File: config.mk
export PLATFORM = sky130hd
export DESIGN_NAME = dpft_back
export DESIGN_NICKNAME = d
export VERILOG_FILES = /design/src/rtl/dpft_pkg.sv /design/src/rtl/dpft_back.sv
export SDC_FILE = /design/constraint.sdc
export NUM_CORES = 1
export LEC_CHECK = 0
export BUFFER_PORTS_ARGS = -buffer_cell sky130_fd_sc_hd__buf_2
export CAP_MARGIN = 25
export CORE_MARGIN = 8
export CORE_UTILIZATION = 25
export CTS_CLUSTER_SIZE = 25
export DETAILED_ROUTE_END_ITERATION = 10
export HOLD_SLACK_MARGIN = 0.1
export PLACE_DENSITY = 0.42
export SYNTH_ARGS = -nofsm -noshare
export SYNTH_HDL_FRONTEND = slang
export SYNTH_SLANG_ARGS = --single-unit
File: constraint.sdc
create_clock -name clock -period 14.85 [get_ports clock]
set_input_delay 2.2275 -clock clock [delete_from_list [all_inputs] [get_ports clock]]
set_output_delay 2.2275 -clock clock [all_outputs]
set_load 0.01 [all_outputs]
File: src/rtl/dpft_pkg.sv
package dpft_pkg;

   // default formats: colour Q8.16, alpha Q1.16
   localparam int DEFAULT_FRACTION_BITS       = 16;
   localparam int DEFAULT_COLOUR_INTEGER_BITS = 8;

   // configuration port
   localparam int CSR_INDEX_W = 2;
   localparam int CSR_DATA_W  = 17;

   localparam logic [CSR_DATA_W-1:0] OPAQUE_THRESHOLD_RESET    = 17'd65530;
   localparam logic [CSR_DATA_W-1:0] UNPREMULTIPLY_FLOOR_RESET = 17'd7;

   typedef enum logic [CSR_INDEX_W-1:0] {
      CSR_OPAQUE_THRESHOLD    = 2'd0,
      CSR_UNPREMULTIPLY_FLOOR = 2'd1
   } csr_index_type;

   // display conversion
   localparam int DISPLAY_W = 8;

   // flattened pixels waiting between front and back
   localparam int QUEUE_DEPTH = 2;

   typedef struct packed {
      logic full;
      logic empty;
   } queue_status_type;

   typedef enum logic {
      FR_IDLE,
      FR_ACC
   } front_state_type;

   typedef enum logic [2:0] {
      BK_IDLE,
      BK_PREP,
      BK_LOAD,
      BK_DIV,
      BK_DONE
   } back_state_type;

   typedef enum logic [1:0] {
      CH_RED,
      CH_GREEN,
      CH_BLUE,
      CH_ALPHA
   } channel_type;

endpackage

File: src/rtl/dpft_back.sv
module dpft_back
   import dpft_pkg::*;
#(
   parameter int FRACTION_BITS       = DEFAULT_FRACTION_BITS,
   parameter int COLOUR_INTEGER_BITS = DEFAULT_COLOUR_INTEGER_BITS,
   localparam int CW = COLOUR_INTEGER_BITS + FRACTION_BITS,
   localparam int AW = FRACTION_BITS + 1,
   localparam int PIX_W = 3 * CW + AW
) (
   input  logic                  clock,
   input  logic                  reset,
   input  queue_status_type      q_status,
   input  logic [PIX_W-1:0]      q_pop_data,
   output logic                  q_pop,
   input  logic [CSR_DATA_W-1:0] unpremultiply_floor,
   output logic                  rsp_valid,
   input  logic                  rsp_stall,
   output logic [CW-1:0]         rsp_flat_red,
   output logic [CW-1:0]         rsp_flat_green,
   output logic [CW-1:0]         rsp_flat_blue,
   output logic [AW-1:0]         rsp_flat_alpha,
   output logic [DISPLAY_W-1:0]  rsp_display_red,
   output logic [DISPLAY_W-1:0]  rsp_display_green,
   output logic [DISPLAY_W-1:0]  rsp_display_blue,
   output logic [DISPLAY_W-1:0]  rsp_display_alpha
);

   localparam int F    = FRACTION_BITS;
   localparam int DW   = CW + 1;
   localparam int NW   = CW + 10;
   localparam int ANW  = AW + 9;
   localparam int SW   = $clog2(DISPLAY_W);
   localparam int CMPW = (AW > CSR_DATA_W) ? AW : CSR_DATA_W;
   localparam logic [AW-1:0] ONE_A = AW'(1) << F;
   localparam logic [SW-1:0] LAST_STEP = SW'(DISPLAY_W - 1);

   back_state_type state_ff, state_in;

   logic [CW-1:0]        pix_red_ff, pix_green_ff, pix_blue_ff;
   logic [AW-1:0]        pix_alpha_ff;
   logic [DW-1:0]        den_ff;
   channel_type          ch_ff;
   logic [NW-1:0]        rem_ff;
   logic [NW-1:0]        dsh_ff;
   logic [DISPLAY_W-1:0] quo_ff;
   logic [SW-1:0]        step_ff;
   logic [DISPLAY_W-1:0] disp_ff [3];
   logic                 rsp_valid_ff;

   logic do_prep, do_load, do_step, do_emit, out_free, last_step;

   logic [AW-1:0]        base;
   logic [CW-1:0]        max_rg, max_rgb;
   logic [DW-1:0]        den_calc;
   logic [CW-1:0]        chan_val;
   logic [NW:0]          trial;
   logic [ANW-1:0]       alpha_num;
   logic [DISPLAY_W-1:0] alpha_disp;

   assign out_free  = !rsp_valid_ff || !rsp_stall;
   assign last_step = (step_ff == '0);

   // next state
   always_comb begin
      state_in = state_ff;
      unique case (state_ff)
         BK_IDLE: if (!q_status.empty) state_in = BK_PREP;
         BK_PREP: state_in = BK_LOAD;
         BK_LOAD: state_in = BK_DIV;
         BK_DIV: begin
            if (last_step) state_in = (ch_ff == CH_BLUE) ? BK_DONE : BK_LOAD;
         end
         BK_DONE: if (out_free) state_in = BK_IDLE;
         default: state_in = BK_IDLE;
      endcase
   end

   // strobes
   always_comb begin
      q_pop   = (state_ff == BK_IDLE) && !q_status.empty;
      do_prep = (state_ff == BK_PREP);
      do_load = (state_ff == BK_LOAD);
      do_step = (state_ff == BK_DIV);
      do_emit = (state_ff == BK_DONE) && out_free;
   end

   // denominator: alpha or one, plus the largest channel when it overflows
   always_comb begin
      base     = (CMPW'(pix_alpha_ff) > CMPW'(unpremultiply_floor)) ? pix_alpha_ff : ONE_A;
      max_rg   = (pix_green_ff > pix_red_ff) ? pix_green_ff : pix_red_ff;
      max_rgb  = (pix_blue_ff > max_rg) ? pix_blue_ff : max_rg;
      den_calc = (max_rgb > CW'(base)) ? DW'(base) + DW'(max_rgb) : DW'(base);
   end

   // display alpha: (510*a + one) / (2*one) is a plain shift
   always_comb begin
      alpha_num  = (ANW'(pix_alpha_ff) << 9) - (ANW'(pix_alpha_ff) << 1) + ANW'(ONE_A);
      alpha_disp = alpha_num[F+1 +: DISPLAY_W];
   end

   // channel being divided
   always_comb begin
      unique case (ch_ff)
         CH_RED:   chan_val = pix_red_ff;
         CH_GREEN: chan_val = pix_green_ff;
         CH_BLUE:  chan_val = pix_blue_ff;
         default:  chan_val = pix_red_ff;
      endcase
   end

   // one quotient bit per cycle
   assign trial = {1'b0, rem_ff} - {1'b0, dsh_ff};

   // control registers
   always_ff @(posedge clock) begin
      if (reset) begin
         state_ff     <= BK_IDLE;
         rsp_valid_ff <= 1'b0;
      end else begin
         state_ff <= state_in;
         if (do_emit) rsp_valid_ff <= 1'b1;
         else if (!rsp_stall) rsp_valid_ff <= 1'b0;
      end
   end

   // datapath
   always_ff @(posedge clock) begin
      if (q_pop) begin
         {pix_red_ff, pix_green_ff, pix_blue_ff, pix_alpha_ff} <= q_pop_data;
      end
      if (do_prep) begin
         den_ff <= den_calc;
         ch_ff  <= CH_RED;
      end
      // numerator 510*c + den, divisor 2*den aligned to the top quotient bit
      if (do_load) begin
         rem_ff  <= (NW'(chan_val) << 9) - (NW'(chan_val) << 1) + NW'(den_ff);
         dsh_ff  <= NW'(den_ff) << DISPLAY_W;
         quo_ff  <= '0;
         step_ff <= LAST_STEP;
      end
      if (do_step) begin
         if (!trial[NW]) rem_ff <= trial[NW-1:0];
         dsh_ff  <= dsh_ff >> 1;
         quo_ff  <= {quo_ff[DISPLAY_W-2:0], !trial[NW]};
         step_ff <= step_ff - SW'(1);
         if (last_step) begin
            disp_ff[ch_ff] <= {quo_ff[DISPLAY_W-2:0], !trial[NW]};
            if (ch_ff != CH_BLUE) ch_ff <= channel_type'(2'(ch_ff) + 2'd1);
         end
      end
      if (do_emit) begin
         rsp_flat_red      <= pix_red_ff;
         rsp_flat_green    <= pix_green_ff;
         rsp_flat_blue     <= pix_blue_ff;
         rsp_flat_alpha    <= pix_alpha_ff;
         rsp_display_red   <= disp_ff[CH_RED];
         rsp_display_green <= disp_ff[CH_GREEN];
         rsp_display_blue  <= disp_ff[CH_BLUE];
         rsp_display_alpha <= alpha_disp;
      end
   end

   assign rsp_valid = rsp_valid_ff;

endmodule

== Yosys cells after proc, flatten, opt, wreduce, memory -nomap -nowiden ==
Memories as Yosys holds them, arrays and structs flattened. A register that Yosys moved wholly into a read port is not among the register bits.
Index checks and enable logic that the tools add are counted.
Storage, ports and cells
  memory bits (writable): 24
  logic and storage cells: 82
  memories kept: 1
  bits in registers: 294
  output and inout port bits: 123
Operators by class
  mux-type cells: 28
  eq/ne operators: 11
  $lt $le $gt $ge: 4
  reduce and logical (&&, ||, !) cells: 11
  add/subtract/negate cells: 8
Memory list
  disp_ff: depth 3, width 8, read ports 3, clocked after memory_dff 3, wr ports 1, line dpft_back.sv:47  | logic [DISPLAY_W-1:0] disp_ff [3];
Operator list (count)
  34-bit 2-to-1 mux: 3
  24-bit > comparator: 2
  24-bit 2-to-1 mux: 2
  24-bit case mux with 2 select lines: 1
  34-bit by 33-bit subtractor with 35-bit output: 1
  34-bit by 25-bit adder with 34-bit output: 1
  17-bit 2-to-1 mux: 2
  33-bit by 25-bit subtractor with 34-bit output: 1
  33-bit 2-to-1 mux: 1
  32-bit 2-to-1 mux: 1
  17-bit by 24-bit adder with 25-bit output: 1
  25-bit by 17-bit adder with 25-bit output, second input constant: 1
  25-bit by 18-bit subtractor with 25-bit output: 1
  24-bit by 17-bit > comparator with 1-bit output: 1
  3-bit 2-to-1 mux: 6
  17-bit > comparator: 1
  3-bit case mux with 5 select lines: 1
  7-bit 2-to-1 mux: 2
  2-bit 2-to-1 mux: 4
  3-bit by 2-bit == test with 1-bit output, second input constant: 2
  3-bit zero test: 2
  2-bit inequality test, second input constant: 3
  1-bit 2-to-1 mux: 5
  1-bit zero test: 4
  11 further kinds: 13

== Longest topological paths before layout ==
Gate-level depths: netlist (run 1).
  word-level depth: 7
  mapped depth: 32

== Worst setup path after synthesis (run 1) ==
No wires, ideal clock.
  kind: input-to-output
  start: input port q_status[0] (netlist bit)
  end: output port q_pop
  path buffers: 0
  setup slack: 1.736 ns
  arrival: 10.887 ns
  stages on the path: 1
  cell sequence: nor4_1
On the way
  longest elaborated chain between the ends: 2
RTL lines
  start: declaration: line dpft_back.sv:12  | input queue_status_type q_status,
  1-bit zero test: line dpft_back.sv:80  | q_pop = (state_ff == BK_IDLE) && !q_status.empty;
  1-bit logical AND: line dpft_back.sv:80
  end: declaration: line dpft_back.sv:14  | output logic q_pop,
No other way between the ends.

== Worst setup path after layout (run 1) ==
  start: register pix_green_ff[19]
  end: register den_ff[16] (data pin)
On the way
  longest elaborated chain between the ends: 6
  elaborated cells on any way between the ends: 7
  classes of those cells: add/sub: 1; order compare: 3; mux: 3
RTL lines
  start: declaration: line dpft_back.sv:39  | logic [CW-1:0] pix_red_ff, pix_green_ff, pix_blue_ff;
  start signal: assignment: line dpft_back.sv:129  | {pix_red_ff, pix_green_ff, pix_blue_ff, pix_alpha_ff} <= q_pop_data;
  24-bit > comparator: line dpft_back.sv:90  | max_rg = (pix_green_ff > pix_red_ff) ? pix_green_ff : pix_red_ff;
  24-bit 2-to-1 mux *: line dpft_back.sv:90
  24-bit > comparator: line dpft_back.sv:91  | max_rgb = (pix_blue_ff > max_rg) ? pix_blue_ff : max_rg;
  24-bit 2-to-1 mux *: line dpft_back.sv:91
  17-bit by 24-bit adder with 25-bit output / 24-bit by 17-bit > comparator with 1-bit output (equally long branches): line dpft_back.sv:92  | den_calc = (max_rgb > CW'(base)) ? DW'(base) + DW'(max_rgb) : DW'(base);
  17-bit 2-to-1 mux *: line dpft_back.sv:92
  net den_calc[16]: line dpft_back.sv:54  | logic [DW-1:0] den_calc;
  end signal: assignment: line dpft_back.sv:132  | den_ff <= den_calc;
  end: declaration: line dpft_back.sv:41  | logic [DW-1:0] den_ff;
Mark *: on every way through the listed nets, which the timed path passes. The rest lies on a longest branch.
A chain may end at the register's enable or synchronous reset.

==> results of run 1 <==
-- layer usage --
metal  vias up  part of all wire (%)  track usage, %
met5         -                 0.024               0
met4         2                   3.1            4.02
met3        83                   5.2            2.77
met2       329                    46            20.9
met1      7000                    45            16.3
li1       7107                     -               -
-- power by group through the flow --
stage / clock network (mW) / logic [mW] / registers, mW
6_report: 1.06 / 1.29 / 1.25
5_1_grt: 1.13 / 1.45 / 1.26
4_1_cts: 1.10 / 1.29 / 1.25
3_5_place_dp: 0 / 1.28 / 1.27
3_3_place_gp: 0 / 1.27 / 1.27
2_1_floorplan: 0 / 0.999 / 1.24
-- synthesized netlist by cell type, types with 21 or more instances --
| master | number | share of area (%) |
|---|---|---|
| and3_1 | 21 | 0.66 |
| nor3_1 | 26 | 0.66 |
| o21ai_0 | 98 | 2.5 |
| xor2_1 | 32 | 1.4 |
| clkbuf_1 | 32 | 0.60 |
| xnor2_1 | 51 | 2.2 |
| edfxtp_1 | 302 | 46 |
| o21a_1 | 24 | 0.91 |
| mux2i_1 | 35 | 1.8 |
| nand2_1 | 112 | 2.1 |
| a21o_1 | 42 | 1.6 |
| ha_1 | 200 | 13 |
| nor2_1 | 133 | 2.5 |
| a22oi_1 | 26 | 0.98 |
| inv_1 | 166 | 3.1 |
| a21oi_1 | 132 | 3.3 |
| dfxtp_1 | 40 | 4.0 |
-- worst register-to-register path, delay by kind of cell, from the launching register on --
kind	cells	cell delay, ns
simple gates	3	0.50
fa+ha+maj	4	1.04
mux	3	0.99
compound gates	14	4.28
flops	1	0.48
xor+xnor	1	0.14
buf+inv	3	0.76
-- state kept, by name, summed over array words and instances (netlist names) --
register	flops
rsp_display_red	8
den_ff	25
ch_ff	2
rsp_display_alpha	8
quo_ff	7
pix_green_ff	24
state_ff	3
pix_alpha_ff	17
disp_ff	24
rsp_display_green	8
dsh_ff	33
rsp_flat_alpha	17
rsp_flat_red	24
pix_blue_ff	24
rsp_display_blue	8
rsp_flat_green	24
rsp_flat_blue	24
rsp_valid	1
pix_red_ff	24
rem_ff	34
step_ff	3
-- layout make-up --
class	instances	area (um^2)	area share [%]
timing repair buffer	248	1280	5.41
sequential	342	9870	41.6
clock buffer	54	1170	4.94
antenna	1	2.50	0.0106
clock inverter	24	262	1.10
tap	1050	1310	5.54
inverter	166	623	2.63
multi-input combinational	1241	9180	38.7
-- metrics by stage --
| stage | utilization [%] | total power [mW] | setup slack, ns | std cells |
|---|---|---|---|---|
| 2_1_floorplan | - | 2.24 | 1.74 | 1797 |
| 3_3_place_gp | 28.2 | 2.54 | 6.08 | 3046 |
| 3_5_place_dp | 28.2 | 2.55 | 6.08 | 3046 |
| 4_1_cts | 30.0 | 3.64 | 6.08 | 3124 |
| 5_1_grt | 30.0 | 3.85 | 5.88 | 3125 |
| 6_report | 30.0 | 3.59 | 6.39 | 3126 |
-- cell families after synthesis --
logic type	after synthesis	synth area share (%)
fa+ha+maj	219	14.5
xor+xnor	83	3.66
mux	40	2.05
buf+inv	214	4.29
flops	342	49.7
simple gates	420	10.1
compound gates	479	15.7
-- worst paths after layout --
check                              to             start  slack, ns
setup / recovery           den_ff[16]  pix_green_ff[19]       6.39
hold / removal    rsp_display_blue[1]     disp_ff[2][1]       0.42
setup reg to reg           den_ff[16]  pix_green_ff[19]       6.39
hold reg to reg   rsp_display_blue[1]     disp_ff[2][1]       0.42
==> impl_metrics.json, run 1 <==
{
  "htreeDepth": 2,
  "cpLargestDelayFamily": "compound AO/OA/AOI/OAI gates",
  "overflow": 0,
  "setup_viol": 0,
  "p_int_mw": 2.35,
  "holdBufCountCts": 0,
  "ys_types": 80,
  "fin_hold_ws_ns": 0.417,
  "cts_buffers": 44,
  "clkTransAtPathRegs_ns": 0.06,
  "start_kind": "register",
  "grt_pass1_wl_um": 88700,
  "die_h_um": 298,
  "syn_to_final_growth_pct": 19.3,
  "final.setup_skew_ns": 0.0241,
  "initial_core_util_pct": 25.2,
  "crit_required_ns": 15.17,
  "synth_edf_count": 302,
  "layout_min_cycle_time_ns": 8.46,
  "maxSlewViolCount": 0,
  "crit_path_max_fanout": 43,
  "dr.first_iter.drc_count": 773,
  "fin_nets": 2373,
  "powerDensity_mw_per_mm2": 152,
  "dr.pass1.iters": 5,
  "ys_ff_latch": 342,
  "via_per_inst": 4.65,
  "cts_tree": "done",
  "numPortBuffers": 232,
  "power_switching_share_pct": 34.5,
  "numClockSinks": 342,
  "cts_root_buffer": "clkbuf_16",
  "wl_per_cell_um": 18.6,
  "clock.fmax_mhz": 118,
  "fin_crit_sh_pct": 57.0,
  "core_mm2": 0.0789,
  "antenna_found_initial": 3,
  "rows": 103,
  "dp_hpwl_um": 45000,
  "synth_area_per_cell_um2": 11.1,
  "p_sw_mw": 1.24,
  "rsz0062_at_grt": "false",
  "slew_headroom_pct": 24.0,
  "grt_start_max_net_pins": 68,
  "final_common_cell": "edfxtp_1",
  "syn_inst": 1797,
  "clockBufferDepth": 3,
  "grtUsageTotal_pct": 12.6,
  "cts_resized": 0,
  "end_kind": "register",
  "vdd_drop_max_v": 0.0000923,
  "reg2regPathDepth": 28,
  "cp.depth": 28,
  "comb_power_share_pct": 35.8,
  "syn_area_mm2": 0.0199,
  "drive_gt1_share_pct": 16.8,
  "routed_wl_um": 58200,
  "worst_pin_slew_ns": 1.13,
  "post_dp_cell_area_mm2": 0.0223,
  "io_pins": 234,
  "crit_arrival_ns": 8.78,
  "syn-num-nets": 2127,
  "dieArea_mm2": 0.0887,
  "grt_pass1_vias": 14800,
  "drv_cap": 0,
  "yosys_warnings": 0,
  "synth-main-ff-cell": "edfxtp_1",
  "final_area_mm2": 0.0237,
  "cp_slowest_cell": "o2111a_1",
  "gp_congestion": 0.865,
  "outcome": "complete, no violations",
  "hold_viol": 0,
  "critPathKind": "reg2reg",
  "final_cell_mix": "edfxtp_1, buf_2, ha_1",
  "whs_path_depth": 0,
  "fillers": 8226,
  "ant_nets": 0,
  "clkPwrFrac_pct": 29.5,
  "min_path_type": "reg2reg",
  "drc": 0,
  "yosysSeqAreaShare_pct": 49.7,
  "post_cts_buffers": 0,
  "cpMostUsedCell": "ha_1",
  "power_frac_seq_pct": 34.7,
  "clkLatencyLatePin_ns": 0.58,
  "async_flop_share_pct": 0,
  "die_x_um": 298,
  "num_vias": 14500,
  "crit_buf_inv": 3,
  "leakage_nw": 9.90,
  "fin_tns_setup_ns": 0,
  "critical-path-max-stage-delay_ns": 0.64
}
Power figures use the tool's default switching activity.
==> run 2, diff against run 1 <==
--- a/config.mk
+++ b/config.mk
@@ -5,6 +5,7 @@
 export SDC_FILE = /design/constraint.sdc
 export NUM_CORES = 1
 export LEC_CHECK = 0
+export ABC_AREA = 1
 export BUFFER_PORTS_ARGS = -buffer_cell sky130_fd_sc_hd__buf_2
 export CAP_MARGIN = 25
 export CORE_MARGIN = 8
==> constraint.sdc (replaced) <==
create_clock -name clock -period 8.3 [get_ports clock]
set_input_delay 1.245 -clock clock [delete_from_list [all_inputs] [get_ports clock]]
set_output_delay 1.245 -clock clock [all_outputs]
set_load 0.01 [all_outputs]
==> impl_metrics.json, run 2 <==
{
  "post_cts_buffers": 0,
  "grt_pass1_vias": 17400,
  "r2r_start": "pix_red_ff[23]",
  "largest_reg_flops": 34,
  "syn_to_final_growth_pct": 18.4,
  "drc": 0,
  "initial_core_util_pct": 25.3,
  "ys_ff_latch": 342,
  "drv_cap": 0,
  "min_path_type": "reg2reg",
  "fin_nets": 2957,
  "clkTransAtPathRegs_ns": 0.06,
  "cts_root_buffer": "clkbuf_16",
  "final.setup_skew_ns": 0.0331,
  "syn-num-nets": 2710,
  "ys_top_cells_by_count": "nand2_1, inv_1, edfxtp_1, ha_1, o21ai_0",
  "final_cell_mix": "nand2_1, inv_1, edfxtp_1",
  "vdd_drop_max_v": 0.000180,
  "cts_tree": "done",
  "grt_start_max_net_pins": 66,
  "final_area_mm2": 0.0251,
  "start_kind": "register",
  "yosysSeqAreaShare_pct": 46.6,
  "synth_area_per_cell_um2": 8.90,
  "gp_congestion": 0.899,
  "powerDensity_mw_per_mm2": 275,
  "critical-path-max-stage-delay_ns": 0.59,
  "synthTopCellsByArea": "edfxtp_1, ha_1, nand2_1",
  "synth_edf_count": 302,
  "final_common_cell": "nand2_1",
  "overflow": 0,
  "die_x_um": 307,
  "crit_buf_inv": 3,
  "syn_inst": 2380,
  "totalPowerFinal_mw": 6.91,
  "ys_types": 51,
  "crit_path_max_fanout": 46,
  "ant_nets": 0,
  "holdBufCountCts": 0,
  "grtUsageTotal_pct": 14.2,
  "crit_arrival_ns": 7.62,
  "dr.pass1.iters": 6,
  "dr.first_iter.drc_count": 1023,
  "maxSlewViolCount": 0,
  "fin_crit_sh_pct": 88.0,
  "cp_slowest_cell": "inv_2",
  "io_pins": 234,
  "setup_viol": 0,
  "critPathKind": "reg2reg",
  "syn_area_mm2": 0.0212,
  "synth_compound_area_share_pct": 11.2,
  "drive_gt1_share_pct": 13.2,
  "yosysMostFrequentCell": "nand2_1",
  "cpLargestDelayFamily": "simple AND/OR/NAND/NOR gates",
  "critPathLaunch": "pix_red_ff[23]",
  "top_layer_used": "met4",
  "via_per_inst": 4.54,
  "route.layer.met1.wl_um": 31400,
  "antenna_found_initial": 3,
  "synth.area.mux_share_pct": 0,
  "cpMostUsedCell": "nand2_1",
  "synth_xor_area_share_pct": 2.85,
  "end_kind": "register",
  "netlist.top_cell.by_area": "edfxtp_1",
  "worst_pin_slew_ns": 1.03,
  "cts_resized": 0,
  "numClockSinks": 342,
  "reg_top3": "rem_ff (34), dsh_ff (33), den_ff (25)",
  "route.met3.wl_um": 3440,
  "yosysTopAreaCellShare_pct": 42.8,
  "wl_per_cell_um": 18.1,
  "slew_headroom_pct": 30.8,
  "rsz0062_at_grt": "false",
  "core_mm2": 0.0838,
  "largest-register": "rem_ff",
  "htreeDepth": 2,
  "routed_wl_um": 68700,
  "worstHoldStart": "disp_ff[2][7]",
  "fin_tns_setup_ns": 0,
  "die_h_um": 307,
  "async_flop_share_pct": 0,
  "post_dp_cell_area_mm2": 0.0237,
  "clock.fmax_mhz": 137,
  "synth-main-ff-cell": "edfxtp_1",
  "wl_met2_um": 31700,
  "dieArea_mm2": 0.0943,
  "cts_buffers": 41,
  "clockBufferDepth": 3,
  "clkLatencyLatePin_ns": 0.58,
  "synth_top_family_by_area": "simple AND/OR/NAND/NOR gates",
  "synth-adder-area-share_pct": 13.6,
  "leakage_nw": 11.1,
  "yosys_warnings": 0,
  "num_vias": 17200,
  "rows": 106,
  "layout_min_cycle_time_ns": 7.30,
  "grt_pass1_wl_um": 105000,
  "outcome": "complete, no violations",
  "numPortBuffers": 232,
  "crit_required_ns": 8.61,
  "hold_viol": 0,
  "utilization_pct": 29.9,
  "dp_hpwl_um": 55100,
  "synthSimpleGateAreaFrac_pct": 18.7
}
[run 2: cell count changes after synthesis, moves of 23 or more]
cell | before | now
nand2_1 | 112 | 555
inv_1 | 166 | 338
nand3_1 | 16 | 133
o21ai_0 | 98 | 179
nor2_1 | 133 | 172
mux2i_1 | 35 | 0
a21o_1 | 42 | 10
a21oi_1 | 132 | 159
a22oi_1 | 26 | 0
xnor2_1 | 51 | 28
[run 2: final cells by class]
class / instances / area [um^2]
antenna: 1 / 2.50
clock buffer: 44 / 1060
clock inverter: 30 / 303
fill: 8929 / 58700
inverter: 342 / 1280
multi-input combinational: 1652 / 9850
sequential: 342 / 9870
tap: 1134 / 1420
timing repair buffer: 248 / 1310
[run 2: power breakdown]
group	internal, mW	total, mW	switching, mW
clock network	1.06	1.82	0.763
logic	0.986	2.83	1.85
registers	2.11	2.26	0.147
total	4.15	6.91	2.76
[run 2: cell families (layout without fill, tap and decap cells)]
family          count (synthesis)  after routing
compound gates                428            428
fa+ha+maj                     219            219
buf+inv                       386            664
simple gates                  936            936
other cells                     0              1
flops                         342            342
xor+xnor                       69             69
[run 2: final timing paths]
| kind | end | slack (ns) | depth (start not counted) |
|---|---|---|---|
| worst max-delay path | den_ff[0] | 1.0 | 31 |
| worst min-delay path | rsp_display_blue[7] | 0.42 | 0 |
| worst max register to register | den_ff[0] | 1.0 | 31 |
| worst min register to register | rsp_display_blue[7] | 0.42 | 0 |
[run 2: layer usage]
layer  up-vias  global-route usage, %
li1       8545                      -
met1      8164                   18.6
met2       436                   23.6
met3        88                   2.70
met4         0                   4.22
met5         -                      0
[run 2: through the flow]
stage	cells	hold slack [ns]	setup slack, ns
floorplan	2380	0.400	1.33
global placement	3713	0.404	1.03
detailed placement	3714	0.405	0.974
CTS	3788	0.419	0.916
global route	3792	0.421	0.369
finish	3793	0.419	0.996
==> run 3, diff against run 2 <==
--- a/config.mk
+++ b/config.mk
@@ -5,7 +5,6 @@
 export SDC_FILE = /design/constraint.sdc
 export NUM_CORES = 1
 export LEC_CHECK = 0
-export ABC_AREA = 1
 export BUFFER_PORTS_ARGS = -buffer_cell sky130_fd_sc_hd__buf_2
 export CAP_MARGIN = 25
 export CORE_MARGIN = 8
@@ -14,6 +13,7 @@
 export DETAILED_ROUTE_END_ITERATION = 10
 export HOLD_SLACK_MARGIN = 0.1
 export PLACE_DENSITY = 0.42
+export SLEW_MARGIN = 15
 export SYNTH_ARGS = -nofsm -noshare
 export SYNTH_HDL_FRONTEND = slang
 export SYNTH_SLANG_ARGS = --single-unit
==> impl_metrics.json, run 3 (synthesis results as in run 1) <==
{
  "crit_path_max_fanout": 21,
  "power_frac_seq_pct": 34.9,
  "initial_core_util_pct": 25.2,
  "post-place-ws_ns": 0.833,
  "critPathKind": "reg2reg",
  "grt_pass1_wl_um": 89600,
  "p_int_mw": 4.17,
  "cts_tree": "done",
  "grtUsageTotal_pct": 12.8,
  "outcome": "complete, no violations",
  "final_cell_mix": "edfxtp_1, buf_2, ha_1",
  "dp_hpwl_um": 45500,
  "min_path_type": "reg2reg",
  "start_kind": "register",
  "gp_congestion": 0.845,
  "busiest_layer": "met2",
  "numPortBuffers": 232,
  "critical-path-max-stage-delay_ns": 0.46,
  "worst_pin_slew_ns": 1.04,
  "comb_power_share_pct": 36.6,
  "drv_cap": 0,
  "maxSlewViolCount": 0,
  "rsz0062_at_grt": "false",
  "setup_viol": 0,
  "layout_min_cycle_time_ns": 7.47,
  "reg_top3": "rem_ff (34), dsh_ff (33), den_ff (25)",
  "post_cts_buffers": 0,
  "cts_resized": 0,
  "via_per_inst": 4.64,
  "grt_start_max_net_pins": 122,
  "holdBufCountCts": 0,
  "dr.pass1.iters": 5,
  "leakage_nw": 9.89,
  "cpMostUsedCell": "ha_1",
  "reg2reg_slack_ns": 0.83,
  "dr.first_iter.drc_count": 701,
  "r2r_start": "pix_red_ff[19]",
  "slew_headroom_pct": 30.6,
  "largest-register": "rem_ff",
  "die_x_um": 298,
  "fin_nets": 2379,
  "worstHoldStart": "disp_ff[0][1]",
  "end_kind": "register",
  "rows": 103,
  "vdd_drop_max_v": 0.000167,
  "dieArea_mm2": 0.0887,
  "hold_viol": 0,
  "cpLargestDelayFamily": "compound AO/OA/AOI/OAI gates",
  "post_dp_cell_area_mm2": 0.0223,
  "clkLatencyLatePin_ns": 0.57,
  "reg2regPathDepth": 28,
  "htreeDepth": 2,
  "die_h_um": 298,
  "power_switching_share_pct": 34.9,
  "cp_slowest_cell": "a221oi_1",
  "core_mm2": 0.0789,
  "utilization_pct": 30.0,
  "fin_cells": 3132,
  "cts_buffers": 43,
  "drc": 0,
  "final.setup_skew_ns": 0.0330,
  "numClockSinks": 342,
  "powerDensity_mw_per_mm2": 270,
  "cts_root_buffer": "clkbuf_16",
  "largest_reg_flops": 34,
  "drive_gt1_share_pct": 16.7,
  "ant_nets": 0,
  "final_area_mm2": 0.0237,
  "routed_wl_um": 59000,
  "crit_buf_inv": 3,
  "grt_pass1_vias": 14800,
  "clkTransAtPathRegs_ns": 0.06,
  "crit_arrival_ns": 7.77,
  "use_met3_pct": 2.82,
  "crit_required_ns": 8.60,
  "antenna_found_initial": 3,
  "clock.fmax_mhz": 134,
  "min_to": "rsp_display_red[1]",
  "globalRouteMet1Util_pct": 16.3,
  "whs_path_depth": 0,
  "fin_crit_sh_pct": 90.0,
  "num_vias": 14500,
  "wl_per_cell_um": 18.8,
  "place_inst": 3054,
  "final_common_cell": "edfxtp_1",
  "fin_ws_ns": 0.827,
  "clkPwrFrac_pct": 28.5,
  "fin_tns_setup_ns": 0,
  "clockBufferDepth": 3,
  "io_pins": 234,
  "p_sw_mw": 2.23,
  "reg2reg_to": "den_ff[16]",
  "syn_to_final_growth_pct": 19.3,
  "overflow": 0,
  "grtUsageMet2_pct": 21.3
}
==> run 3: changes by cell type in the layout (fill, tap and decap cells not counted), sizes merged, moves of 19 or more <==
cell    delta
o21ai     -74
o211ai    -19
a21oi     -27
inv      -173
a22oi     +26
xnor2     +23
and3      +19
nand2    -452
nand3    -122
nor2      -42
a21o      +32
mux2i     +35
==> run 3: worst max path at each step <==
stage | to | cells after the start | from
floorplan | rsp_display_alpha[0] | 1 | rsp_stall
global placement | den_ff[16] | 28 | pix_red_ff[19]
detailed placement | den_ff[6] | 27 | pix_red_ff[19]
CTS | den_ff[16] | 28 | pix_red_ff[19]
global route | den_ff[9] | 28 | pix_red_ff[19]
finish | den_ff[16] | 28 | pix_red_ff[19]
==> run 3: cell type report <==
| class | instances | area (um^2) |
|---|---|---|
| Fill cell | 8152 | 55200 |
| Sequential cell | 342 | 9870 |
| Multi-Input combinational cell | 1241 | 9190 |
| Timing Repair Buffer | 255 | 1350 |
| Tap cell | 1050 | 1310 |
| Clock buffer | 50 | 1100 |
| Inverter | 166 | 623 |
| Clock inverter | 25 | 249 |
| Antenna cell | 3 | 7.51 |
==> run 3: worst reg2reg max path: cells and delay by family (launching register included) <==
family,cells,cell delay [ns]
AOI/OAI and AO/OA,14,3.70
muxes,3,0.99
xor gates and xnor gates,1,0.16
adders and majority gates,4,1.01
and+or+nand+nor,3,0.57
buffers and inverters,3,0.36
DFF,1,0.42
==> run 3: power by group through the flow <==
stage | clock (mW) | sequential, mW | combinational (mW)
2_1_floorplan | 0 | 2.21 | 1.79
3_3_place_gp | 0 | 2.27 | 2.31
3_5_place_dp | 0 | 2.27 | 2.34
4_1_cts | 1.90 | 2.24 | 2.35
5_1_grt | 1.95 | 2.25 | 2.63
6_report | 1.82 | 2.23 | 2.34
==> run 3: metal layers <==
| metal | vias up | part of all wire, % | wire length (um) |
|---|---|---|---|
| met3 | 91 | 4.9 | 2910 |
| li1 | 7117 | - | - |
| met5 | - | 0.022 | 13 |
| met1 | 7013 | 45 | 26700 |
| met4 | 2 | 3.0 | 1750 |
| met2 | 302 | 47 | 27600 |
==> run 3: per-stage QoR <==
stage	power [mW]	hold slack (ns)
after CTS	6.49	0.419
after detailed placement	4.61	0.406
after global placement	4.58	0.404
after global routing	6.84	0.426
after floorplan	4.00	0.400
final	6.40	0.418
